## src/hdl/cpma_pkg.sv

```systemverilog
// Package for the centered point moving average unit.
// Holds the point and result transaction structs and the fixed field widths.
// No dependencies.
package cpma_pkg;

    localparam int COORD_W   = 12;   // input coordinate, whole pixels
    localparam int OUT_W     = 16;   // output coordinate, 1/16 pixel
    localparam int FRAC_BITS = 4;

    typedef struct packed {
        logic [COORD_W-1:0] x_in;
        logic [COORD_W-1:0] y_in;
        logic               is_last;
    } point_t;

    typedef struct packed {
        logic [OUT_W-1:0] x_out;
        logic [OUT_W-1:0] y_out;
        logic             last_out;
    } smooth_t;

endpackage

```

## src/hdl/centered_point_moving_average_unit.sv

```systemverilog
// Centered moving average over a stream of polyline points.
// A transaction that completes a window sets the pending-result registers, which load the
// output register; results lag input by HALF_WINDOW points. Throughput: one point per cycle
// unless smooth_stall holds; a point marked is_last emits up to HALF_WINDOW+1 results, one per
// cycle unless stalled, from the single output register; input stalls until the last is issued.
// Reset (rst_n, async, active low) empties the window, the path count and the output.
module centered_point_moving_average_unit #(
    parameter int unsigned HALF_WINDOW = 3
) (
    input  logic              clk,
    input  logic              rst_n,
    input  logic              point_valid,
    output logic              point_stall,
    input  cpma_pkg::point_t  point,
    output logic              smooth_valid,
    input  logic              smooth_stall,
    output cpma_pkg::smooth_t smooth
);

    localparam int COORD_W   = cpma_pkg::COORD_W;
    localparam int OUT_W     = cpma_pkg::OUT_W;
    localparam int FRAC_BITS = cpma_pkg::FRAC_BITS;

    localparam int WIN_LEN   = 2 * HALF_WINDOW + 1;
    localparam int COORD_MAX = (1 << COORD_W) - 1;
    localparam int SUM_W     = $clog2(WIN_LEN * COORD_MAX + 1);
    localparam int NUM_W     = $clog2(WIN_LEN * COORD_MAX * (1 << FRAC_BITS) + HALF_WINDOW + 1);
    localparam int PTS_W     = $clog2(WIN_LEN + 1);
    localparam int FL_W      = $clog2(HALF_WINDOW + 1);
    localparam int IDX_W     = $clog2(WIN_LEN);
    // reciprocal of the window length, rounded up; exact for all numerators below 2**NUM_W
    localparam int DIV_SHIFT = NUM_W + $clog2(WIN_LEN);
    localparam int PROD_W    = NUM_W + DIV_SHIFT + 1;
    localparam logic [DIV_SHIFT:0] RECIP =
        (DIV_SHIFT + 1)'(((64'd1 << DIV_SHIFT) + 64'(WIN_LEN) - 64'd1) / 64'(WIN_LEN));

    // window, newest at index 0, and running sums of its contents
    logic [COORD_W-1:0] xw_reg [WIN_LEN];
    logic [COORD_W-1:0] yw_reg [WIN_LEN];
    logic [SUM_W-1:0]   xsum_reg, xsum_next;
    logic [SUM_W-1:0]   ysum_reg, ysum_next;
    logic [PTS_W-1:0]   pts_reg, pts_next, pts_inc;

    // pending results of the latest transaction
    logic               head_reg, head_next;        // average or pass-through pending
    logic               head_avg_reg, head_avg_next;
    logic [FL_W-1:0]    flush_reg, flush_next;      // trailing points still to flush

    logic               out_valid_reg;
    cpma_pkg::smooth_t  out_reg;

    logic               accept;
    logic               job_busy;
    logic               out_free;
    logic               gen_fire;
    logic               gen_final;
    cpma_pkg::smooth_t  gen;
    logic [IDX_W-1:0]   flush_idx;
    logic [NUM_W-1:0]   xnum, ynum;
    logic [PROD_W-1:0]  xprod, yprod;
    logic               new_avg, new_pass;
    logic [FL_W-1:0]    held;

    assign job_busy  = head_reg || (flush_reg != '0);
    assign out_free  = !out_valid_reg || !smooth_stall;
    assign gen_fire  = job_busy && out_free;
    assign gen_final = head_reg ? (flush_reg == '0) : (flush_reg == FL_W'(1));
    assign point_stall = job_busy && !(gen_fire && gen_final);
    assign accept    = point_valid && !point_stall;

    assign smooth_valid = out_valid_reg;
    assign smooth       = out_reg;

    // rounded average: (sum*16 + HALF_WINDOW) / WIN_LEN via reciprocal multiply
    assign xnum  = NUM_W'({xsum_reg, {FRAC_BITS{1'b0}}}) + NUM_W'(HALF_WINDOW);
    assign ynum  = NUM_W'({ysum_reg, {FRAC_BITS{1'b0}}}) + NUM_W'(HALF_WINDOW);
    assign xprod = PROD_W'(xnum) * PROD_W'(RECIP);
    assign yprod = PROD_W'(ynum) * PROD_W'(RECIP);

    assign flush_idx = IDX_W'(flush_reg) - IDX_W'(1);

    always_comb
    begin
        if (head_reg)
        begin
            if (head_avg_reg)
            begin
                gen.x_out = xprod[DIV_SHIFT +: OUT_W];
                gen.y_out = yprod[DIV_SHIFT +: OUT_W];
            end
            else
            begin
                gen.x_out = {xw_reg[HALF_WINDOW], {FRAC_BITS{1'b0}}};
                gen.y_out = {yw_reg[HALF_WINDOW], {FRAC_BITS{1'b0}}};
            end
            gen.last_out = 1'b0;
        end
        else
        begin
            gen.x_out    = {xw_reg[flush_idx], {FRAC_BITS{1'b0}}};
            gen.y_out    = {yw_reg[flush_idx], {FRAC_BITS{1'b0}}};
            gen.last_out = (flush_reg == FL_W'(1));
        end
    end

    always_comb
    begin
        pts_inc  = (pts_reg < PTS_W'(WIN_LEN)) ? pts_reg + PTS_W'(1) : pts_reg;
        new_avg  = (pts_inc >= PTS_W'(WIN_LEN));
        new_pass = (pts_inc >= PTS_W'(HALF_WINDOW + 1));
        held     = (pts_inc < PTS_W'(HALF_WINDOW)) ? FL_W'(pts_inc) : FL_W'(HALF_WINDOW);

        xsum_next     = xsum_reg + SUM_W'(point.x_in) - SUM_W'(xw_reg[WIN_LEN-1]);
        ysum_next     = ysum_reg + SUM_W'(point.y_in) - SUM_W'(yw_reg[WIN_LEN-1]);
        pts_next      = pts_reg;
        head_next     = head_reg;
        head_avg_next = head_avg_reg;
        flush_next    = flush_reg;

        if (gen_fire)
        begin
            if (head_reg)
                head_next = 1'b0;
            else
                flush_next = flush_reg - FL_W'(1);
        end

        if (accept)
        begin
            pts_next      = point.is_last ? '0 : pts_inc;
            head_next     = new_pass;
            head_avg_next = new_avg;
            flush_next    = point.is_last ? held : '0;
        end
    end

    always_ff @(posedge clk or negedge rst_n)
    begin
        if (!rst_n)
        begin
            for (int i = 0; i < WIN_LEN; i++)
            begin
                xw_reg[i] <= '0;
                yw_reg[i] <= '0;
            end
            xsum_reg     <= '0;
            ysum_reg     <= '0;
            pts_reg      <= '0;
            head_reg     <= 1'b0;
            head_avg_reg <= 1'b0;
            flush_reg    <= '0;
        end
        else
        begin
            if (accept)
            begin
                for (int i = WIN_LEN - 1; i > 0; i--)
                begin
                    xw_reg[i] <= xw_reg[i-1];
                    yw_reg[i] <= yw_reg[i-1];
                end
                xw_reg[0] <= point.x_in;
                yw_reg[0] <= point.y_in;
                xsum_reg  <= xsum_next;
                ysum_reg  <= ysum_next;
            end
            pts_reg      <= pts_next;
            head_reg     <= head_next;
            head_avg_reg <= head_avg_next;
            flush_reg    <= flush_next;
        end
    end

    always_ff @(posedge clk or negedge rst_n)
    begin
        if (!rst_n)
            out_valid_reg <= 1'b0;
        else if (gen_fire)
            out_valid_reg <= 1'b1;
        else if (!smooth_stall)
            out_valid_reg <= 1'b0;
    end

    always_ff @(posedge clk)
    begin
        if (gen_fire)
            out_reg <= gen;
    end

    // a new transaction may only land when the previous one issues its final result
    a_accept_on_final: assert property (@(posedge clk) disable iff (!rst_n)
        accept && job_busy |-> gen_fire && gen_final)
        else $error("point accepted while earlier results pending");

    // the path count restarts after a final point
    a_path_restart: assert property (@(posedge clk) disable iff (!rst_n)
        accept && point.is_last |=> pts_reg == '0)
        else $error("path count not cleared after final point");

    a_count_range: assert property (@(posedge clk) disable iff (!rst_n)
        pts_reg <= PTS_W'(WIN_LEN) && flush_reg <= FL_W'(HALF_WINDOW))
        else $error("path or flush count out of range");

    // a marked result ends the pending work
    a_last_ends_job: assert property (@(posedge clk) disable iff (!rst_n)
        gen_fire && gen.last_out |=> !head_reg && flush_reg == '0 || $past(accept))
        else $error("results pending after last_out");

endmodule
```

## config.mk

```make
export PLATFORM = sky130hd
export DESIGN_NAME = centered_point_moving_average_unit
export DESIGN_NICKNAME = d
export VERILOG_FILES = /design/src/hdl/cpma_pkg.sv /design/src/hdl/centered_point_moving_average_unit.sv
export SDC_FILE = /design/constraint.sdc
export NUM_CORES = 1
export LEC_CHECK = 0
export BUFFER_PORTS_ARGS = -buffer_cell sky130_fd_sc_hd__buf_2
export CAP_MARGIN = 20
export CORE_MARGIN = 4
export CORE_UTILIZATION = 42
export DETAILED_ROUTE_END_ITERATION = 7
export PLACE_DENSITY_LB_ADDON = 0.12
export SETUP_SLACK_MARGIN = 0.05
export SLEW_MARGIN = 5
export SYNTH_ARGS = -nofsm -noshare
export SYNTH_HDL_FRONTEND = slang
export SYNTH_SLANG_ARGS = --single-unit
```

## constraint.sdc

```tcl
create_clock -name clk -period 11.9 [get_ports clk]
set_input_delay 1.785 -clock clk [delete_from_list [all_inputs] [get_ports clk]]
set_output_delay 1.785 -clock clk [all_outputs]
set_load 0.01 [all_outputs]
```

Word level (Yosys, flattened, before mapping)
Cells that the tools add are included.
{ "totals": {"ff_bits": 239, "in_bits": 29, "out_inout_bits": 35, "wordCells": 81} }
{ "op_classes": {"add_sub_neg": 9, "multipliers": 2, "order_cmp": 5, "eq_ne": 3, "n_mux": 20, "n_bitwise": 1, "n_reduce_logical": 15} }
{ "ops": {"columns": ["operator", "count"], "rows": [
  ["$mul A19 B20 Y38 const B", 2],
  ["$bmux W12 S3", 2],
  ["$mux W12", 4],
  ["$add A19 B2 Y19 const B", 2],
  ["$mux W33", 1],
  ["$mux W32", 1],
  ["$add A15 B12 Y15", 2],
  ["$sub A15 B12 Y15", 2],
  ["$mux W2", 5],
  ["$ge A3 B3 Y1 const B", 2],
  ["$mux W3", 2],
  ["$mux W1", 5],
  ["$ge A4 B4 Y1 const B", 1],
  ["$logic_and A1 B1 Y1", 4],
  ["$logic_not A1 Y1", 4],
  ["$ne A2 B1 Y1 const B", 2],
  ["$not A3 Y4", 1],
  ["$reduce_and A2 Y1", 2],
  ["$reduce_bool A2 Y1", 2],
  ["$add A3 B1 Y3 const B", 1],
  ["$lt A3 B2 Y1 const B", 1],
  ["$lt A3 B3 Y1 const B", 1],
  ["$sub A2 B1 Y3 const B", 1],
  ["$eq A2 B1 Y1 const B", 1],
  ["3 further kinds", 4]
]} }

Longest topological paths before layout
Gate-level depths: netlist (run 1).
{ "logic_depth": {"word_depth": 10, "mapped_depth": 21, "depth_no_buf": 21} }

Worst setup path before layout (run 1)
Ideal clock, no wire load.
{ "synth_timing": {"path_type": "flip-flop to flip-flop", "start": "register xsum_reg[13]", "end": "register out_reg, in the netlist smooth[32] (data pin)", "setup_ns": 0.267, "arrival_ns": 5.034, "required_ns": 11.633, "setup_slack_ns": 6.599, "stages_incl_launch_ff": 20, "n_path_buf": 0, "period_less_slack_ns": 5.301, "cell_sequence": "dfrtp_1 -> inv_1 -> ha_1 -> fa_1 -> inv_1 -> fa_1 -> inv_1 -> fa_1 -> fa_1 -> fa_1 -> inv_1 -> ha_1 -> nand2_1 -> or3_1 -> o22a_1 -> a21oi_1 -> nor3_1 -> a31oi_1 -> xnor2_1 -> o21ai_0"} }
{ "synth_rtl": {"columns": ["item", "line_no", "rtl"], "rows": [
  ["start, declared", "centered_point_moving_average_unit.sv:40", "logic [SUM_W-1:0] xsum_reg, xsum_next;"],
  ["start signal, assigned", "centered_point_moving_average_unit.sv:164", "xsum_reg <= xsum_next;"],
  ["end signal, assigned", "centered_point_moving_average_unit.sv:187", "out_reg <= gen;"],
  ["end, declared", "centered_point_moving_average_unit.sv:50", "cpma_pkg::smooth_t out_reg;"]
]} }

==> results of run 1 <==
==> synthesized netlist by cell type, drive strengths merged, types with 4 or more instances <==
library cell / n
mux2i: 33
or2: 5
o31ai: 8
o211ai: 6
nor2: 97
mux4: 24
clkbuf: 80
a41oi: 4
edfxtp: 33
xnor2: 34
a21oi: 119
nand4: 17
o21ai: 109
or4: 4
a21o: 31
a211oi: 25
fa: 126
o21a: 11
buf: 10
xor2: 21
or3: 5
nor2b: 10
a211o: 4
nand2b: 5
a311oi: 4
ha: 284
and3: 5
nand2: 542
dfrtp: 206
nor3: 11
a2111oi: 4
inv: 261
a31o: 4
o21bai: 14
a221o: 4
nand3: 18
a31oi: 11
==> kinds of logic (layout without fill, tap and decap cells) <==
family	count (synthesis)	in the layout	share of synthesized area, %
xor+xnor	55	55	2.37
buf+inv	352	388	6.86
mux	59	59	4.40
flops	239	239	30.2
fa+ha+maj	410	410	29.9
simple gates	730	730	14.6
compound gates	381	381	11.7
==> through the flow <==
stage	cell area (µm²)	setup slack, ns	utilization, %	cells	hold slack [ns]
6_report	22100	6.13	46.3	2877	0.483
5_1_grt	22100	5.75	46.3	2877	0.500
4_1_cts	22100	6.15	46.3	2877	0.484
3_5_place_dp	21200	6.17	44.3	2827	0.471
3_3_place_gp	21200	6.24	44.3	2827	0.464
2_1_floorplan	20300	6.60	-	2226	0.455
==> layout make-up <==
type                            count  area (µm²)
Sequential cell                   239        6150
Inverter                          262         983
Clock inverter                      5        47.5
Multi-Input combinational cell   1635       12800
Fill cell                        4580       25700
Clock buffer                       45         887
Tap cell                          615         769
Timing Repair Buffer               76         435
==> final timing paths <==
| check | startpoint | endpoint | slack (ns) |
|---|---|---|---|
| worst min-delay path | yw_reg[62] | yw_reg[50] | 0.48 |
| worst min register to register | yw_reg[62] | yw_reg[50] | 0.48 |
| worst max-delay path | ysum_reg[13] | smooth[11] | 6.13 |
| min in group asynchronous | rst_n | yw_reg[79] | 1.19 |
| worst max register to register | ysum_reg[13] | smooth[11] | 6.13 |
| max in group asynchronous | rst_n | xw_reg[1] | 9.35 |
==> worst max-delay path, stage by stage, from the launching register on <==
cell,delay [ns]
dfrtp_1,0.46
inv_1,0.10
ha_1,0.38
fa_1,0.50
inv_1,0.06
fa_1,0.47
inv_1,0.05
fa_1,0.46
fa_1,0.50
inv_1,0.05
fa_1,0.43
ha_1,0.33
nand2_1,0.10
nor2_1,0.20
nand3_1,0.15
o21ai_0,0.29
a41oi_1,0.32
o211ai_1,0.28
o31ai_1,0.10
a221o_1,0.30
==> routing by layer <==
layer	routed length, µm	share of wire [%]	track usage (%)	vias to the layer above
met5	0	0	0	-
met4	814	1.5	3.29	0
met1	26900	51	31.1	7471
met2	23100	44	31.5	219
met3	1880	3.6	2.62	47
li1	-	-	-	7443
==> metrics.txt, run 1 <==
Worst Clk Skew=about 0.02 ns; GRT overflow=0; final worst-path cycle share=48.5%; R2R depth=19; Synth cell types=between 70 and 80; Post-CTS Hold Fix Bufs=0; initial antenna violation count=0; crit path DAT=6.09 ns; yosys warns=0; CTS tree=built; crit path time final=roughly 5.8 ns; I/O Pins=64; Chip Width=roughly 230 µm; top cell type by total area after synthesis=dfrtp_1; post_cts resized=0; Worst setup SP type=register; layout cell share with drive strength beyond 1=under 10%; number of enable flip-flop cells after synthesis=33; setup_tns=0 ns; first-pass GRT wire length=85,800 µm; Via Count=roughly 15,000; clk_lat worst skew=between 0.5 and 0.6 ns; share of the synthesized area in the top cell type=between 20 and 30%; status=complete, no violations; Least-Margin Pin Slew=around 1.0 ns; Slew HR=between 30 and 40%; max cap viols=0; H-tree depth=1; Mapped Nets=between 2,000 and 3,000; cts bufs inserted=29; post-synth design cell area=approximately 0.020 mm²; CP Capture Type=register; Post-CTS Setup Inserts=0; register area share after synthesis=approximately 30%; total track usage=20.3%; Slew Viols, Final=0; Worst EP required=around 12 ns; die height=228 µm; commonest cells after routing, fill and taps aside=nand2_1 (541), ha_1 (282), inv_1 (261); clk slew on worst S/H paths=0.06 ns; initial core utilization=a little over two fifths; clock buffer depth=3; synth top area cells=dfrtp_1 (25%), ha_1 (17%), fa_1 (12%), nand2_1 (10%), edfxtp_1 (4.9%); HP Class=register to register; commonest non-fill, non-tap cell in the layout=nand2_1; Final GP Congestion=around 0.86; Main synth FF type=dfrtp_1; diode count=0; DRT iter0 DRCs=1,172; largest net degree at the start of global routing=~220; die area=a little over 0.05 mm²; Clock Sinks=239; Fmax=around 170 MHz; hold path cells=2; Final Setup Violations=0; Synth Register Bits=~240; vias in the first global route=15,400; IO buf count=between 60 and 70; WS Path Type=register to register; HPWL after DPL=roughly 40,000 µm; Core Box Area=approximately 0.048 mm²; Avg Cell Area, Syn=approximately 9 µm²; synthesized netlist cell count=between 2,000 and 2,500; Post-DRT Antenna Nets=0; DR pass1 iterations=5; Final Hold Vio Count=0; Detailed Route WL=52,600 µm; DRC=0; Area Overhead vs Synth=8.66%; DR WL/cell=approximately 18 µm; NumNets Final=2,682; FFs w/ async S/R, synth=86.2%; Vias/cell=5.28; unrepaired setup endpoints after global routing=no; clock tree root driver cell=clkbuf_16; row count=80; critical path peak fanout=6
Power of run 1 is not shown: default switching activity piles up to over one toggle a cycle in this logic, so the estimate is an artifact.
==> run 2, diff against run 1 <==
ABC_AREA = 1   (was not set)
clock period = 5.49 ns   (was 11.9 ns; I/O delays follow)
==> run 2 against run 1 <==
Against the previous run:
- non-clock buffer count grew 14
- register-to-register slack lost 5.8 ns
- area after synthesis grew 9.1%
- worst setup slack lost 5.8 ns
- synthesized cell count grew 34%
- clock-buffer cell count shrank 1
- sequential cell count is the same
- critical endpoint is now smooth[14]
==> metrics.txt, run 2 <==
cell mode on critical path=nand2_1 (was fa_1); register area share after synthesis=27.7% (was 30.2%); commonest cells after routing, fill and taps aside=nand2_1 (784), inv_1 (594), ha_1 (283) (was nand2_1 (541), ha_1 (282), inv_1 (261)); Final Hold Vio Count=0 (unchanged); die area=0.0565 mm² (was 0.0520 mm²); Crit path largest cell delay=0.49 ns (was 0.50 ns); I/O Pins=64 (unchanged); vias in the first global route=18,300 (was 15,400); setup_tns=0 ns (unchanged); Core Box Area=0.0518 mm² (was 0.0477 mm²); share of the synthesized area in the top cell type=23.3% (was 25.4%); Area Overhead vs Synth=8.87% (was 8.66%); HPWL after DPL=50,900 µm (was 39,600 µm); Worst Clk Skew=0.0193 ns (was 0.0200 ns); synthesized netlist cell count=2,975 (was 2,226); Worst EP required=5.81 ns (was 12.22 ns); row count=83 (was 80); Vias/cell=5.02 (was 5.28); Synth cell types=36 (was 72); status=complete, no violations (unchanged); Main synth FF type=dfrtp_1 (unchanged); largest net degree at the start of global routing=158 (was 215); Least-Margin Pin Slew=0.928 ns (was 1.04 ns); CP Capture Type=register (unchanged); Slew HR=38.1% (was 30.3%); IO buf count=63 (unchanged); max cap viols=0 (unchanged); initial core utilization=42.8% (was 42.6%); Post-DRT Antenna Nets=0 (unchanged); Synth Register Bits=239 (unchanged); first-pass GRT wire length=103,000 µm (was 85,800 µm); r2r startpoint=ysum_reg[13] (unchanged); clock buffer depth=3 (unchanged); Chip Width=238 µm (was 228 µm); Final Setup Violations=0 (unchanged); WS Path Type=register to register (unchanged); post-synth design cell area=0.0222 mm² (was 0.0203 mm²); flop2flop setup slack=0.35 ns (was 6.13 ns); top post-synthesis cells by count=nand2_1 (784), inv_1 (595), ha_1 (284) (was nand2_1 (542), ha_1 (284), inv_1 (261)); CTS tree=built (unchanged); Detailed Route WL=65,100 µm (was 52,600 µm); synth top area cells=dfrtp_1 (23%), ha_1 (16%), nand2_1 (13%), fa_1 (11%), inv_1 (10%) (was dfrtp_1 (25%), ha_1 (17%), fa_1 (12%), nand2_1 (10%), edfxtp_1 (4.9%)); R2R depth=21 (was 19); DR pass1 iterations=5 (unchanged); diode count=0 (unchanged); clk slew on worst S/H paths=0.06 ns (about the same); Worst setup SP type=register (unchanged); Via Count=18,600 (was 15,200); unrepaired setup endpoints after global routing=no (unchanged); H-tree depth=1 (unchanged); CP cell instances=inv_1 -> ha_1 -> fa_1 -> inv_1 -> fa_1 -> inv_1 -> fa_1 -> fa_1 -> inv_1 -> fa_1 -> ha_1 -> nand2_1 -> nor2_2 -> and2_1 -> nand2_1 -> nand2_1 -> nand2_1 -> nand3_1 -> nand3_1 -> nand2_1 -> nand2_1 (was inv_1 -> ha_1 -> fa_1 -> inv_1 -> fa_1 -> inv_1 -> fa_1 -> fa_1 -> inv_1 -> fa_1 -> ha_1 -> nand2_1 -> nor2_1 -> nand3_1 -> o21ai_0 -> a41oi_1 -> o211ai_1 -> o31ai_1 -> a221o_1); total track usage=23.0% (was 20.3%); Clock Sinks=239 (unchanged); cts bufs inserted=30 (was 29); Final GP Congestion=0.923 (was 0.855); final worst-path cycle share=93.7% (was 48.5%); capture point of the worst reg-to-reg path=smooth[14] (was smooth[11]); commonest non-fill, non-tap cell in the layout=nand2_1 (unchanged); HP Class=input pin to asynchronous set/reset pin (was register to register); Hold Slack=0.287 ns (was 0.483 ns); die height=238 µm (was 228 µm); DR WL/cell=17.5 µm (was 18.3 µm); crit path DAT=5.46 ns (was 6.09 ns); Mapped Nets=3,414 (was 2,665); clk_lat worst skew=0.58 ns (was 0.57 ns); NumNets Final=3,452 (was 2,682); Avg Cell Area, Syn=7.45 µm² (was 9.13 µm²); crit path time final=5.14 ns (was 5.77 ns); yosys warns=0 (unchanged); Slew Viols, Final=0 (unchanged); top cell type by total area after synthesis=dfrtp_1 (unchanged); Post-CTS Hold Fix Bufs=0 (unchanged); FFs w/ async S/R, synth=86.2% (unchanged); initial antenna violation count=1 (was 0); GRT overflow=0 (unchanged); DRC=0 (unchanged); clock tree root driver cell=clkbuf_16 (unchanged); Fmax=194 MHz (was 173 MHz); critical path peak fanout=5 (was 6); Post-CTS Setup Inserts=0 (unchanged); most frequent cell after synthesis=nand2_1 (unchanged); number of enable flip-flop cells after synthesis=33 (unchanged); Slowest-stage cell, CP=fa_1 (unchanged); layout cell share with drive strength beyond 1=5.24% (was 7.65%); DRT iter0 DRCs=1,239 (was 1,172)
-- run 2: worst max-delay path by stage --
stage	endpoint	start	slack [ns]
after CTS	smooth[23]	xsum_reg[13]	0.23
after floorplan	smooth[22]	xsum_reg[13]	0.73
after global routing	smooth[28]	xsum_reg[13]	0.07
after global placement	smooth[23]	xsum_reg[13]	0.33
final	smooth[14]	ysum_reg[13]	0.35
after detailed placement	smooth[23]	xsum_reg[13]	0.25
-- run 2: worst max-delay path, delay by kind of cell, from the launching register on --
kind	cells	cell delay, ns
adder cells (fa/ha/maj)	7	3.03
buffers and inverters	4	0.25
AND/OR/NAND/NOR	10	1.18
flip-flops	1	0.43
-- run 2: routing by layer --
layer / part of all wire [%] / global-route usage [%] / up-vias
li1: - / - / 9407
met1: 45 / 30.9 / 8799
met2: 49 / 40.9 / 368
met3: 3.5 / 1.82 / 75
met4: 2.2 / 4.78 / 0
met5: 0 / 0 / -
-- run 2: metrics by stage --
stage          instances  cell area, µm²  util, %  setup slack [ns]
3_3_place_gp        3661           23200     44.7             0.327
6_report            3715           24100     46.6             0.345
3_5_place_dp        3661           23200     44.7             0.254
5_1_grt             3715           24100     46.6            0.0726
4_1_cts             3715           24100     46.5             0.233
2_1_floorplan       2975           22200        -             0.728
-- run 2: cells by family (layout without fill, tap and decap cells) --
group,count (synthesis),count (layout),share of synthesized area [%]
xor+xnor,21,21,0.830
simple gates,1127,1127,20.4
flops,239,239,27.7
compound gates,496,496,11.6
buf+inv,682,742,12.0
fa+ha+maj,410,410,27.4
-- run 2: timing repair --
action / 4_1_cts / 5_1_grt
setup endpoints to repair: 0 / 10
gates resized for setup: 0 / 6
endpoints found under the hold margin: 0 / 0
-- run 2: layout make-up --
type / instances / area, µm²
repair buffers: 90 / 541
fillers: 5263 / 27700
clock inverters: 10 / 88.8
well taps: 680 / 851
multi-input cells: 2054 / 13400
flip-flops and latches: 239 / 6150
clock buffers: 44 / 866
inverters: 598 / 2250
Power of run 2 is left out for the same reason.
